<file path="config.mk">
export PLATFORM = sky130hd
export DESIGN_NAME = ssrs_seq
export DESIGN_NICKNAME = d
export VERILOG_FILES = /design/src/rtl/core/ssrs_pkg.sv /design/src/rtl/core/ssrs_seq.sv
export SDC_FILE = /design/constraint.sdc
export NUM_CORES = 1
export LEC_CHECK = 0
export BUFFER_PORTS_ARGS = -buffer_cell sky130_fd_sc_hd__buf_2
export CAP_MARGIN = 20
export CORE_MARGIN = 5
export CORE_UTILIZATION = 30
export DETAILED_ROUTE_END_ITERATION = 8
export PLACE_DENSITY = 0.51
export SYNTH_ARGS = -nofsm -noshare
export SYNTH_HDL_FRONTEND = slang
export SYNTH_SLANG_ARGS = --single-unit
</file>
<file path="constraint.sdc">
create_clock -name clk_i -period 3.5 [get_ports clk_i]
set_input_delay 0.525 -clock clk_i [delete_from_list [all_inputs] [get_ports clk_i]]
set_output_delay 0.525 -clock clk_i [all_outputs]
set_load 0.02 [all_outputs]
</file>
<file path="src/rtl/core/ssrs_pkg.sv">
// ssrs_pkg: shared types and constants of the spi shared ram slave
// no dependencies; used by ssrs_seq and spi_shared_ram_slave

package ssrs_pkg;

  // memory geometry
  localparam int unsigned AddrW     = 16;
  localparam int unsigned DataW     = 8;
  localparam int unsigned MemDepth  = 1 << AddrW;
  localparam int unsigned CoreAddrW = 15;

  // configuration port
  localparam int unsigned CfgIdxW  = 2;
  localparam int unsigned CfgDataW = 8;

  // default line assignment
  localparam int unsigned NumLinesDef = 8;
  localparam int unsigned CoreLineDef = 5;
  localparam int unsigned SysLineDef  = 4;

  // configuration register indexes
  typedef enum logic [CfgIdxW-1:0] {
    CfgRamAccess = 2'd0,
    CfgRamRead   = 2'd1,
    CfgRamWrite  = 2'd2
  } cfg_reg_e;

  // configuration reset values
  localparam logic [DataW-1:0] RamAccessRst = 8'h01;
  localparam logic [DataW-1:0] RamReadRst   = 8'h03;
  localparam logic [DataW-1:0] RamWriteRst  = 8'h02;

  // item kinds and line levels
  localparam logic KindByte  = 1'b0;
  localparam logic KindLevel = 1'b1;
  localparam logic LevelHigh = 1'b1;

  // byte positions within a select window
  localparam logic [2:0] CntFirst   = 3'd1;
  localparam logic [2:0] CntSecond  = 3'd2;
  localparam logic [2:0] CntThird   = 3'd3;
  localparam logic [2:0] CntFourth  = 3'd4;
  localparam logic [2:0] CoreCntMax = 3'd4;
  localparam logic [2:0] SysCntMax  = 3'd5;

  // core line mode that opens the memory window
  localparam logic [DataW-1:0] CoreModeMem = 8'h01;

  // memory request of one accepted beat
  typedef struct packed {
    logic             ret;    // result is the byte read
    logic             wr;     // write wdata at addr
    logic [AddrW-1:0] addr;
    logic [DataW-1:0] wdata;
  } mem_req_t;

endpackage

</file>
<file path="src/rtl/core/ssrs_seq.sv">
// ssrs_seq: chip-select tracking, per-line byte sequencing and config registers
// depends on ssrs_pkg; issues one memory request per accepted beat

module ssrs_seq import ssrs_pkg::*; #(
  parameter int unsigned NUM_LINES = NumLinesDef,
  parameter int unsigned CORE_LINE = CoreLineDef,
  parameter int unsigned SYS_LINE  = SysLineDef
) (
  input  logic                clk_i,
  input  logic                rst_ni,
  input  logic                cfg_we_i,
  input  logic [CfgIdxW-1:0]  cfg_index_i,
  input  logic [CfgDataW-1:0] cfg_wdata_i,
  input  logic                accept_i,
  input  logic                kind_i,
  input  logic [2:0]          line_i,
  input  logic                level_i,
  input  logic [DataW-1:0]    data_in_i,
  output mem_req_t            req_o
);

  localparam int unsigned LineIdxW = $clog2(NUM_LINES);

  logic [DataW-1:0]     ram_access_q, ram_read_q, ram_write_q;
  logic [NUM_LINES-1:0] levels_q, levels_d;
  logic [2:0]           core_cnt_q, core_cnt_d, core_cnt_n;
  logic [DataW-1:0]     core_mode_q, core_mode_d;
  logic [CoreAddrW-1:0] core_addr_q, core_addr_d;
  logic                 core_wflag_q, core_wflag_d;
  logic [2:0]           sys_cnt_q, sys_cnt_d, sys_cnt_n;
  logic [DataW-1:0]     sys_op_q, sys_op_d;
  logic [DataW-1:0]     sys_ram_op_q, sys_ram_op_d;
  logic [AddrW-1:0]     sys_addr_q, sys_addr_d;
  logic                 core_hit, core_blk, sys_hit, sys_blk, core_sel, sys_sel;
  logic                 line_ok;
  logic [LineIdxW-1:0]  line_idx;

  // configuration writes
  always_ff @(posedge clk_i or negedge rst_ni) begin
    if (!rst_ni) begin
      ram_access_q <= RamAccessRst;
      ram_read_q   <= RamReadRst;
      ram_write_q  <= RamWriteRst;
    end else if (cfg_we_i) begin
      unique case (cfg_reg_e'(cfg_index_i))
        CfgRamAccess: ram_access_q <= cfg_wdata_i;
        CfgRamRead:   ram_read_q   <= cfg_wdata_i;
        CfgRamWrite:  ram_write_q  <= cfg_wdata_i;
        default:      ;
      endcase
    end
  end

  // lowest low line decides who owns a byte
  always_comb begin
    core_hit = 1'b0;
    core_blk = 1'b0;
    sys_hit  = 1'b0;
    sys_blk  = 1'b0;
    for (int unsigned i = 0; i < NUM_LINES; i++) begin
      if (!levels_q[i]) begin
        if (i < CORE_LINE)  core_blk = 1'b1;
        if (i == CORE_LINE) core_hit = 1'b1;
        if (i < SYS_LINE)   sys_blk  = 1'b1;
        if (i == SYS_LINE)  sys_hit  = 1'b1;
      end
    end
  end

  assign core_sel = core_hit && !core_blk;
  assign sys_sel  = sys_hit && !sys_blk && (CORE_LINE != SYS_LINE);

  assign line_ok  = 32'(line_i) < NUM_LINES;
  assign line_idx = LineIdxW'(line_i);

  // saturating byte counters
  assign core_cnt_n = (core_cnt_q < CoreCntMax) ? core_cnt_q + 3'd1 : core_cnt_q;
  assign sys_cnt_n  = (sys_cnt_q < SysCntMax) ? sys_cnt_q + 3'd1 : sys_cnt_q;

  // sequence update and memory request
  always_comb begin
    levels_d     = levels_q;
    core_cnt_d   = core_cnt_q;
    core_mode_d  = core_mode_q;
    core_addr_d  = core_addr_q;
    core_wflag_d = core_wflag_q;
    sys_cnt_d    = sys_cnt_q;
    sys_op_d     = sys_op_q;
    sys_ram_op_d = sys_ram_op_q;
    sys_addr_d   = sys_addr_q;
    req_o        = '0;

    if (accept_i && (kind_i == KindLevel)) begin
      if (line_ok) begin
        if (level_i == LevelHigh) begin
          if (32'(line_i) == CORE_LINE) begin
            core_cnt_d  = '0;
            core_mode_d = '0;
          end
          if (32'(line_i) == SYS_LINE) sys_cnt_d = '0;
        end
        levels_d[line_idx] = level_i;
      end
    end else if (accept_i && core_sel) begin
      // core line: mode, flag with high address, low address, data
      core_cnt_d = core_cnt_n;
      if (core_cnt_n == CntFirst) begin
        core_mode_d = data_in_i;
      end else if (core_mode_q == CoreModeMem) begin
        if (core_cnt_n == CntSecond) begin
          core_wflag_d = data_in_i[DataW-1];
          core_addr_d  = {8'h00, data_in_i[DataW-2:0]};
        end else if (core_cnt_n == CntThird) begin
          core_addr_d = {core_addr_q[CoreAddrW-DataW-1:0], data_in_i};
        end else begin
          req_o.ret   = 1'b1;
          req_o.wr    = core_wflag_q;
          req_o.addr  = {1'b1, core_addr_q};
          req_o.wdata = data_in_i;
          core_addr_d = core_addr_q + 15'd1;
        end
      end
    end else if (accept_i && sys_sel) begin
      // system line: opcode, sub-opcode, address high, address low, data
      sys_cnt_d = sys_cnt_n;
      if (sys_cnt_n == CntFirst) begin
        sys_op_d = data_in_i;
      end else if (sys_op_q == ram_access_q) begin
        if (sys_cnt_n == CntSecond) begin
          sys_ram_op_d = data_in_i;
        end else if (sys_cnt_n == CntThird) begin
          sys_addr_d = {8'h00, data_in_i};
        end else if (sys_cnt_n == CntFourth) begin
          sys_addr_d = {sys_addr_q[DataW-1:0], data_in_i};
        end else if (sys_ram_op_q == ram_read_q) begin
          req_o.ret  = 1'b1;
          req_o.addr = sys_addr_q;
          sys_addr_d = sys_addr_q + 16'd1;
        end else if (sys_ram_op_q == ram_write_q) begin
          req_o.wr    = 1'b1;
          req_o.addr  = sys_addr_q;
          req_o.wdata = data_in_i;
          sys_addr_d  = sys_addr_q + 16'd1;
        end
      end
    end
  end

  // sequence state
  always_ff @(posedge clk_i or negedge rst_ni) begin
    if (!rst_ni) begin
      levels_q     <= '1;
      core_cnt_q   <= '0;
      core_mode_q  <= '0;
      core_addr_q  <= '0;
      core_wflag_q <= 1'b0;
      sys_cnt_q    <= '0;
      sys_op_q     <= '0;
      sys_ram_op_q <= '0;
      sys_addr_q   <= '0;
    end else begin
      levels_q     <= levels_d;
      core_cnt_q   <= core_cnt_d;
      core_mode_q  <= core_mode_d;
      core_addr_q  <= core_addr_d;
      core_wflag_q <= core_wflag_d;
      sys_cnt_q    <= sys_cnt_d;
      sys_op_q     <= sys_op_d;
      sys_ram_op_q <= sys_ram_op_d;
      sys_addr_q   <= sys_addr_d;
    end
  end

endmodule

</file>
==> results.cfg, run 1 <==
[clock_tree]
post-cts-setup-buffers = 0
clk_path_buf_depth = 2
clk_pin_slew_worst_paths_ns = 0.07
clock_latency_ns = 0.35
clkSinkCount = 92
numCtsBuffers = 9
cts_tree = yes
htreeDepth = 3
ctsRootBufferMaster = clkbuf_16
cts_repair_resize_count = 0
ctsHoldBuffers = 0

[critical_path]
crit_required_ns = 2.97
rr_worst_depth = 9
cp_max_fo = 15
start_kind = register
crit_path_top_delay_cell = dfrtp_1
r2r-start = sys_cnt_q[0]
cp.arrival_ns = 2.74
critical_path.endpoint_type = output port
path_cells = ha_1 -> nor2b_1 -> a22o_1 -> nor4_4 -> nand2_1 -> nor2_2 -> buf_4 -> a22o_1 -> buf_2
crit_path_max_incr_delay_ns = 0.52
crit_type = register to output port
r2r_setup_slack_ns = 0.87
regToRegEndpoint = sys_addr_q[9]
crit_top_cell = a22o_1
cp-startpoint = sys_cnt_q[0]

[place]
hpwl_mm = 10.0
port_buffers = 52
place.gp.congestion = 0.842

[timing]
slew_violations = 0
finalCritPeriodShare_pct = 93.4
holdWs_ns = 0.209
finalClockSkew_ns = 0.00537
tightest_slew_ns = 0.687
fin_tns_setup_ns = 0
rsz0062_at_grt = false
min_period_ns = 3.27
clock.fmax_mhz = 306
setup_viol_count_final = 0
slew_headroom_pct = 54.2
hold_viol_final = 0

[synthesis]
synth.area.top_cells = dfrtp_1, mux2_2, a21oi_1, dfstp_2, nand2_1
synth_fa_ha_area_share_pct = 0.983
yosysSeqAreaShare_pct = 45.5
synth_compound_area_share_pct = 16.7
synthXorXnorAreaFrac_pct = 4.47
syn_inst = 531
syn-cell-area_um2 = 5090
yosys.area_share.simple_pct = 18.6
synth_edf_count = 0
synth-seq-cells = 92
synth-async-reset-ratio_pct = 100
syn_avg_cell_area_um2 = 9.59
yosysWarnings = 0
synth_nets = 562
synth_top_area_share_pct = 40.3
synth_commonest_cells = dfrtp_1, nand2_1, a21oi_1, mux2_2, o21ai_0
ys_types = 49
synthFlopType = dfrtp_1
post-synth-top-area-cell = dfrtp_1
muxShareOfSynthArea_pct = 10.7
synth_top_family_by_area = simple AND/OR/NAND/NOR gates
synth.most_common_cell = dfrtp_1

[cells_and_area]
finish.utilization_pct = 35.4
nFillCells = 1707
syn2layout_area_growth_pct = 15.7
diodes = 0
drive_above_1_share_pct = 24.7
fin_nets = 610

[power]
leakage_uw = 0.00262
peakVddDrop_v = 0.000341
power_density_nw_per_um2 = 462

[route]
viasPerCell = 5.23
drc_errors = 0
dr.pass1.iters = 5
wl_met2_mm = 6.10
wl_met1_mm = 6.77
vias = 4201
routed_wl_mm = 13.7
met3_wirelength_um = 638
drtIter0Drc = 295
final_antenna_net_count = 0
wl_per_cell_um = 17.1
top_layer = met4

[die]
initial_core_util_pct = 30.6
die_w_um = 140
die_area_um2 = 19700
placementRows = 47
dieHeight_um = 140
core-area_um2 = 16600
num_io_pins = 53

[global_route]
grt_pass1_wl_mm = 22.2
antenna_found_initial = 0
groute.usage.overall_pct = 14.1
gr-total-overflow = 0
grt_pass1_vias = 4130
grt_max_degree = 50

[worst_hold_path]
hold_class = input pin to async pin

[status]
outcome = complete, no violations

[flow_run]
drv_cap = 0
==> stage by stage <==
| stage | instance area [µm²] | instances | setup WS [ns] | total power [µW] |
|---|---|---|---|---|
| final | 5890 | 804 | 0.232 | 2720 |
| after detailed placement | 5610 | 788 | 0.578 | 1820 |
| after global placement | 5610 | 788 | 0.606 | 1810 |
| after global routing | 5890 | 804 | 0.00345 | 2880 |
| after CTS | 5890 | 804 | 0.208 | 2760 |
| after floorplan | 5090 | 531 | 0.759 | 1650 |
==> cells by family after synthesis <==
logic type,count (synthesis)
simple gates,180
compound gates,141
flops,92
mux,49
buf+inv,39
xor+xnor,26
fa+ha+maj,4
==> flip-flops by register name, summed over array words and instances, names as in the netlist <==
signal / flops
ram_write_q: 8
core_wflag_q: 1
ram_access_q: 8
sys_addr_q: 16
core_mode_q: 8
sys_cnt_q: 3
levels_q: 6
core_addr_q: 15
core_cnt_q: 3
sys_op_q: 8
sys_ram_op_q: 8
ram_read_q: 8
==> layout by cell type, fill, tap and decap left out, types with 11 or more instances in the layout <==
master,netlist,layout
nand4_1,12,12
xnor2_1,17,17
nand3_1,19,19
dfrtp_1,82,82
a21oi_1,56,56
o21ai_0,41,41
nor2_1,19,19
buf_2,9,51
inv_1,11,11
a22o_1,18,18
buf_4,0,14
mux2_2,45,45
nand2_1,70,70
==> worst max-delay path by stage <==
stage / end / slack [ns] / cells past startpoint
floorplan: req_o[14] / 0.76 / 9
global placement: req_o[13] / 0.61 / 7
detailed placement: req_o[21] / 0.58 / 9
CTS: req_o[21] / 0.21 / 9
global route: req_o[20] / 0.003 / 9
finish: req_o[8] / 0.23 / 9
==> layer usage <==
layer,vias up,track usage [%]
met3,14,3.34
met1,2064,20.1
met2,103,21.3
met5,-,0
met4,0,4.33
li1,2020,-
==> critical path, delay by kind of cell (launching register included) <==
family / cells / cell delay, ns
AO/OA/AOI/OAI: 2 / 0.42
adder cells (fa/ha/maj): 1 / 0.51
AND/OR/NAND/NOR: 4 / 0.57
flip-flops: 1 / 0.52
buffers and inverters: 2 / 0.37
==> power breakdown <==
| group | total (µW) | switching [µW] | internal [µW] |
|---|---|---|---|
| logic | 537 | 308 | 229 |
| registers | 1260 | 81.6 | 1180 |
| clock network | 921 | 418 | 503 |
| total | 2720 | 808 | 1910 |
==> final cells by class <==
cell class / instances / area, µm² / share of cell area, %
Timing Repair Buffer: 65 / 360 / 6.11
Clock buffer: 11 / 243 / 4.12
Multi-Input combinational cell: 400 / 2620 / 44.5
Tap cell: 220 / 275 / 4.67
Sequential cell: 92 / 2310 / 39.3
Clock inverter: 5 / 38.8 / 0.658
Inverter: 11 / 41.3 / 0.701
No activity file was read; power rests on OpenSTA's default activity.
==> run 2: changes to the inputs <==
--- a/config.mk
+++ b/config.mk
@@ -10,7 +10,7 @@
 export CORE_MARGIN = 5
 export CORE_UTILIZATION = 30
 export DETAILED_ROUTE_END_ITERATION = 8
-export PLACE_DENSITY = 0.51
+export PLACE_DENSITY_LB_ADDON = 0.08
 export SYNTH_ARGS = -nofsm -noshare
 export SYNTH_HDL_FRONTEND = slang
 export SYNTH_SLANG_ARGS = --single-unit
==> results.cfg, run 2 (synthesized netlist as in run 1, its figures left out) <==
[global_route]
grt_max_degree = 93
groute.usage.overall_pct = 15.2
antenna_found_initial = 0
grt_pass1_wl_mm = 23.5
gr-total-overflow = 0
grt_pass1_vias = 4117

[cells_and_area]
nFillCells = 1702
fin_nets = 609
top_register = sys_addr_q
largest_register_ffs = 16
drive_above_1_share_pct = 24.9
mostFrequentLayoutCells = dfrtp_1, nand2_1, a21oi_1
diodes = 0
largest_registers = sys_addr_q: 16 flops, core_addr_q: 15 flops
syn2layout_area_growth_pct = 16.5
final_common_cell = dfrtp_1

[clock_tree]
clock_latency_ns = 0.35
clk_pin_slew_worst_paths_ns = 0.07
post-cts-setup-buffers = 0
cts_tree = yes
numCtsBuffers = 9
clk_path_buf_depth = 2
ctsRootBufferMaster = clkbuf_16
htreeDepth = 3
clkSinkCount = 92

[power]
p_switching_uw = 858
comb_power_share_pct = 19.1
peakVddDrop_v = 0.000240
power_density_nw_per_um2 = 482
internal-power_uw = 2000
seqPwrFrac_pct = 44.3
p_sw_share_pct = 30.0
clockPowerShare_pct = 36.6
leakage_uw = 0.00264

[timing]
tightest_slew_ns = 0.653
hold_viol_final = 0
setup_viol_count_final = 0
fin_tns_setup_ns = 0
finalClockSkew_ns = 0.0116
finalCritPeriodShare_pct = 93.9
rsz0062_at_grt = false
clock.fmax_mhz = 304
layout_setup_ws_ns = 0.213
slew_violations = 0
slew_headroom_pct = 56.0
min_period_ns = 3.29

[place]
place.gp.congestion = 0.798
pre_cts_ws_ns = 0.489
hpwl_mm = 10.5
port_buffers = 52

[critical_path]
crit_buf_inv = 2
crit_required_ns = 2.97
crit_type = register to output port
start_kind = register
cp.arrival_ns = 2.76
cp_top_family = flip-flops
crit_path_max_incr_delay_ns = 0.62
cp_max_fo = 15
crit_top_cell = a22o_1
path_cells = ha_2 -> xnor2_1 -> a22o_1 -> nor4_4 -> nand2_1 -> nor2_2 -> buf_4 -> a22o_1 -> buf_2
regToRegEndpoint = sys_addr_q[9]
r2r-start = sys_cnt_q[0]
critical_path.endpoint_type = output port
crit_path_top_delay_cell = dfrtp_1
rr_worst_depth = 9
r2r_setup_slack_ns = 0.84

[route]
drc_errors = 0
viasPerCell = 5.21
drtIter0Drc = 289
wl_per_cell_um = 18.4
dr.pass1.iters = 4
final_antenna_net_count = 0
vias = 4183
routed_wl_mm = 14.8

[die]
die_w_um = 140
initial_core_util_pct = 30.6
die_area_um2 = 19700
dieHeight_um = 140
num_io_pins = 53
core-area_um2 = 16600
placementRows = 47

[status]
outcome = complete, no violations

[flow_run]
drv_cap = 0

[worst_hold_path]
hold_class = input pin to async pin
-- run 2: how the worst max path moves through the flow --
stage | depth (start not counted) | endpoint | slack, ns | startpoint
6_report | 9 | req_o[16] | 0.21 | sys_cnt_q[0]
4_1_cts | 7 | req_o[13] | 0.10 | sys_cnt_q[0]
3_3_place_gp | 7 | req_o[13] | 0.49 | sys_cnt_q[0]
3_5_place_dp | 7 | req_o[13] | 0.49 | sys_cnt_q[0]
5_1_grt | 7 | req_o[3] | 0.07 | core_cnt_q[0]
2_1_floorplan | 9 | req_o[14] | 0.76 | sys_cnt_q[1]
-- run 2: per-stage QoR --
stage          power (µW)  util, %  hold WS, ns  instances  instance area, µm²
6_report             2860     35.6        0.216        803                5930
5_1_grt              3010     35.6        0.265        803                5930
4_1_cts              2890     35.6        0.245        803                5930
3_5_place_dp         1830     33.7        0.465        787                5620
3_3_place_gp         1820     33.7        0.463        787                5620
2_1_floorplan        1650        -        0.229        531                5090
-- run 2: cell type report --
class / count / area, µm² / share of cell area [%]
Clock buffer: 10 / 239 / 4.03
Sequential cell: 92 / 2310 / 39.0
Multi-Input combinational cell: 400 / 2620 / 44.2
Clock inverter: 6 / 73.8 / 1.24
Tap cell: 220 / 275 / 4.64
Timing Repair Buffer: 64 / 365 / 6.16
Inverter: 11 / 41.3 / 0.696
-- run 2: power groups by stage --
stage               sequential, µW  clock (µW)  combinational, µW
global placement              1280           0                539
finish                        1270        1050                545
floorplan                     1250           0                403
global route                  1280        1120                607
detailed placement            1290           0                547
CTS                           1270        1080                548
-- run 2: metal layers --
metal	share of wire, %	vias to the layer above	global-route usage (%)
met5	0	-	0
met3	3.5	12	2.42
li1	-	2023	-
met4	1.4	0	4.84
met1	48	2057	20.9
met2	47	91	24.5
-- run 2: repair_timing --
| item | in CTS | in global routing |
|---|---|---|
| setup endpoints to repair | 0 | 1 |
| hold buffers | 0 | 0 |
| endpoints found under the hold margin | 0 | 0 |
| resized for setup | 0 | 1 |
==> run 3: changes to the inputs <==
--- a/config.mk
+++ b/config.mk
@@ -8,7 +8,7 @@
 export BUFFER_PORTS_ARGS = -buffer_cell sky130_fd_sc_hd__buf_2
 export CAP_MARGIN = 20
 export CORE_MARGIN = 5
-export CORE_UTILIZATION = 30
+export CORE_UTILIZATION = 59
 export DETAILED_ROUTE_END_ITERATION = 8
 export PLACE_DENSITY_LB_ADDON = 0.08
 export SYNTH_ARGS = -nofsm -noshare
==> results.cfg, run 3 (synthesized netlist as in run 1, its figures left out) <==
[status]
outcome = complete, no violations

[clock_tree]
numCtsBuffers = 9
ctsRootBufferMaster = clkbuf_8
clkSinkCount = 92
clk_pin_slew_worst_paths_ns = 0.11
cts_tree = yes
clk_path_buf_depth = 2
ctsHoldBuffers = 0
clock_latency_ns = 0.37
htreeDepth = 3

[cells_and_area]
finish.utilization_pct = 68.2
final_common_cell = dfrtp_1
multiInputGateArea_um2 = 2640
fin_nets = 608
regArea_um2 = 2310
top_register = sys_addr_q
mostFrequentLayoutCells = dfrtp_1, nand2_1, a21oi_1
largest_register_ffs = 16
diodes = 0
syn2layout_area_growth_pct = 11.2
layout.cells.non_filler = 687
largest_registers = sys_addr_q: 16 flops, core_addr_q: 15 flops
drive_above_1_share_pct = 24.7
nFillCells = 617

[timing]
rsz0062_at_grt = true
slew_violations = 0
clock.fmax_mhz = 298
hold_viol_final = 0
fin_tns_setup_ns = 0
layout_setup_ws_ns = 0.149
tightest_slew_ns = 0.855
setup_viol_count_final = 0
slew_headroom_pct = 43.0
finalCritPeriodShare_pct = 95.7
min_period_ns = 3.35
holdWs_ns = 0.193
finalClockSkew_ns = 0.0139

[critical_path]
cp_max_fo = 15
r2r-start = sys_cnt_q[0]
critical_path.endpoint_type = output port
r2r_setup_slack_ns = 0.53
cp.arrival_ns = 2.83
start_kind = register
crit_required_ns = 2.97
regToRegEndpoint = sys_addr_q[2]
crit_type = register to output port
rr_worst_depth = 9

[place]
hpwl_mm = 9.05
pre_cts_ws_ns = 0.369
place.gp.congestion = 0.879
dp_cells = 671
port_buffers = 52

[power]
power_density_nw_per_um2 = 444
peakVddDrop_v = 0.000282
leakage_uw = 0.00257

[route]
dr.pass1.iters = 5
final_antenna_net_count = 0
wl_per_cell_um = 18.4
viasPerCell = 6.19
drtIter0Drc = 235
routed_wl_mm = 12.6
vias = 4255
drc_errors = 0

[die]
num_io_pins = 53
die_w_um = 103
placementRows = 33
dieHeight_um = 103
die_area_um2 = 10600
core-area_um2 = 8300
initial_core_util_pct = 61.4

[worst_hold_path]
hold_class = input pin to async pin

[global_route]
grt_max_degree = 57
antenna_found_initial = 0
grt_pass1_vias = 4023
grt_pass1_wl_mm = 20.5
groute.usage.overall_pct = 25.0
gr-total-overflow = 0

[flow_run]
drv_cap = 0
[run 3: cell count changes in the layout (fill, tap and decap cells not counted), sizes merged]
cell / delta
clkinvlp: +1
clkbuf: -1
buf: -1
bufinv: -1
clkinv: +1
[run 3: through the flow]
step | total power (µW) | instance area [µm²]
6_report | 2510 | 5660
5_1_grt | 2650 | 5660
4_1_cts | 2520 | 5650
3_5_place_dp | 1810 | 5450
3_3_place_gp | 1790 | 5450
2_1_floorplan | 1650 | 5090
[run 3: final cells by class]
| class | count | area share [%] |
|---|---|---|
| Clock inverter | 7 | 1.19 |
| Inverter | 11 | 0.729 |
| Tap cell | 105 | 2.32 |
| Timing Repair Buffer | 63 | 6.10 |
| Sequential cell | 92 | 40.9 |
| Clock buffer | 9 | 2.19 |
| Multi-Input combinational cell | 400 | 46.6 |
[run 3: critical path, stage by stage, from the launching register on]
cell and delay (ns):
dfstp_2 0.54, nand2_1 0.11, or4_4 0.56, nor4_4 0.41, nand2_1 0.18, nor2_4 0.31, a22o_1 0.19, buf_2 0.16
[run 3: what timing repair did]
item | in CTS | in global routing
gates resized for setup | 1 | 2
endpoints found under the setup margin | 14 | 18
setup buffers | 0 | 0
[run 3: worst max path at each step]
stage,start,end,slack [ns]
2_1_floorplan,sys_cnt_q[1],req_o[14],0.76
6_report,levels_q[3],req_o[16],0.15
3_3_place_gp,kind_i,req_o[14],0.48
3_5_place_dp,accept_i,req_o[14],0.37
4_1_cts,sys_cnt_q[0],req_o[14],0.14
5_1_grt,sys_cnt_q[0],req_o[20],-0.009
[run 3: per-layer routing]
metal	share of wire, %	vias up	routed length (µm)	track usage (%)
li1	-	2019	-	-
met1	44	2082	5570	34.4
met2	47	129	5980	39.4
met3	6.2	25	777	5.62
met4	2.3	0	292	8.37
met5	0	-	0	0
[run 3: report_power, final]
group          internal [µW]  switching (µW)  total [µW]
logic                    232             308         541
clock network            280             431         711
registers               1180            81.2        1260
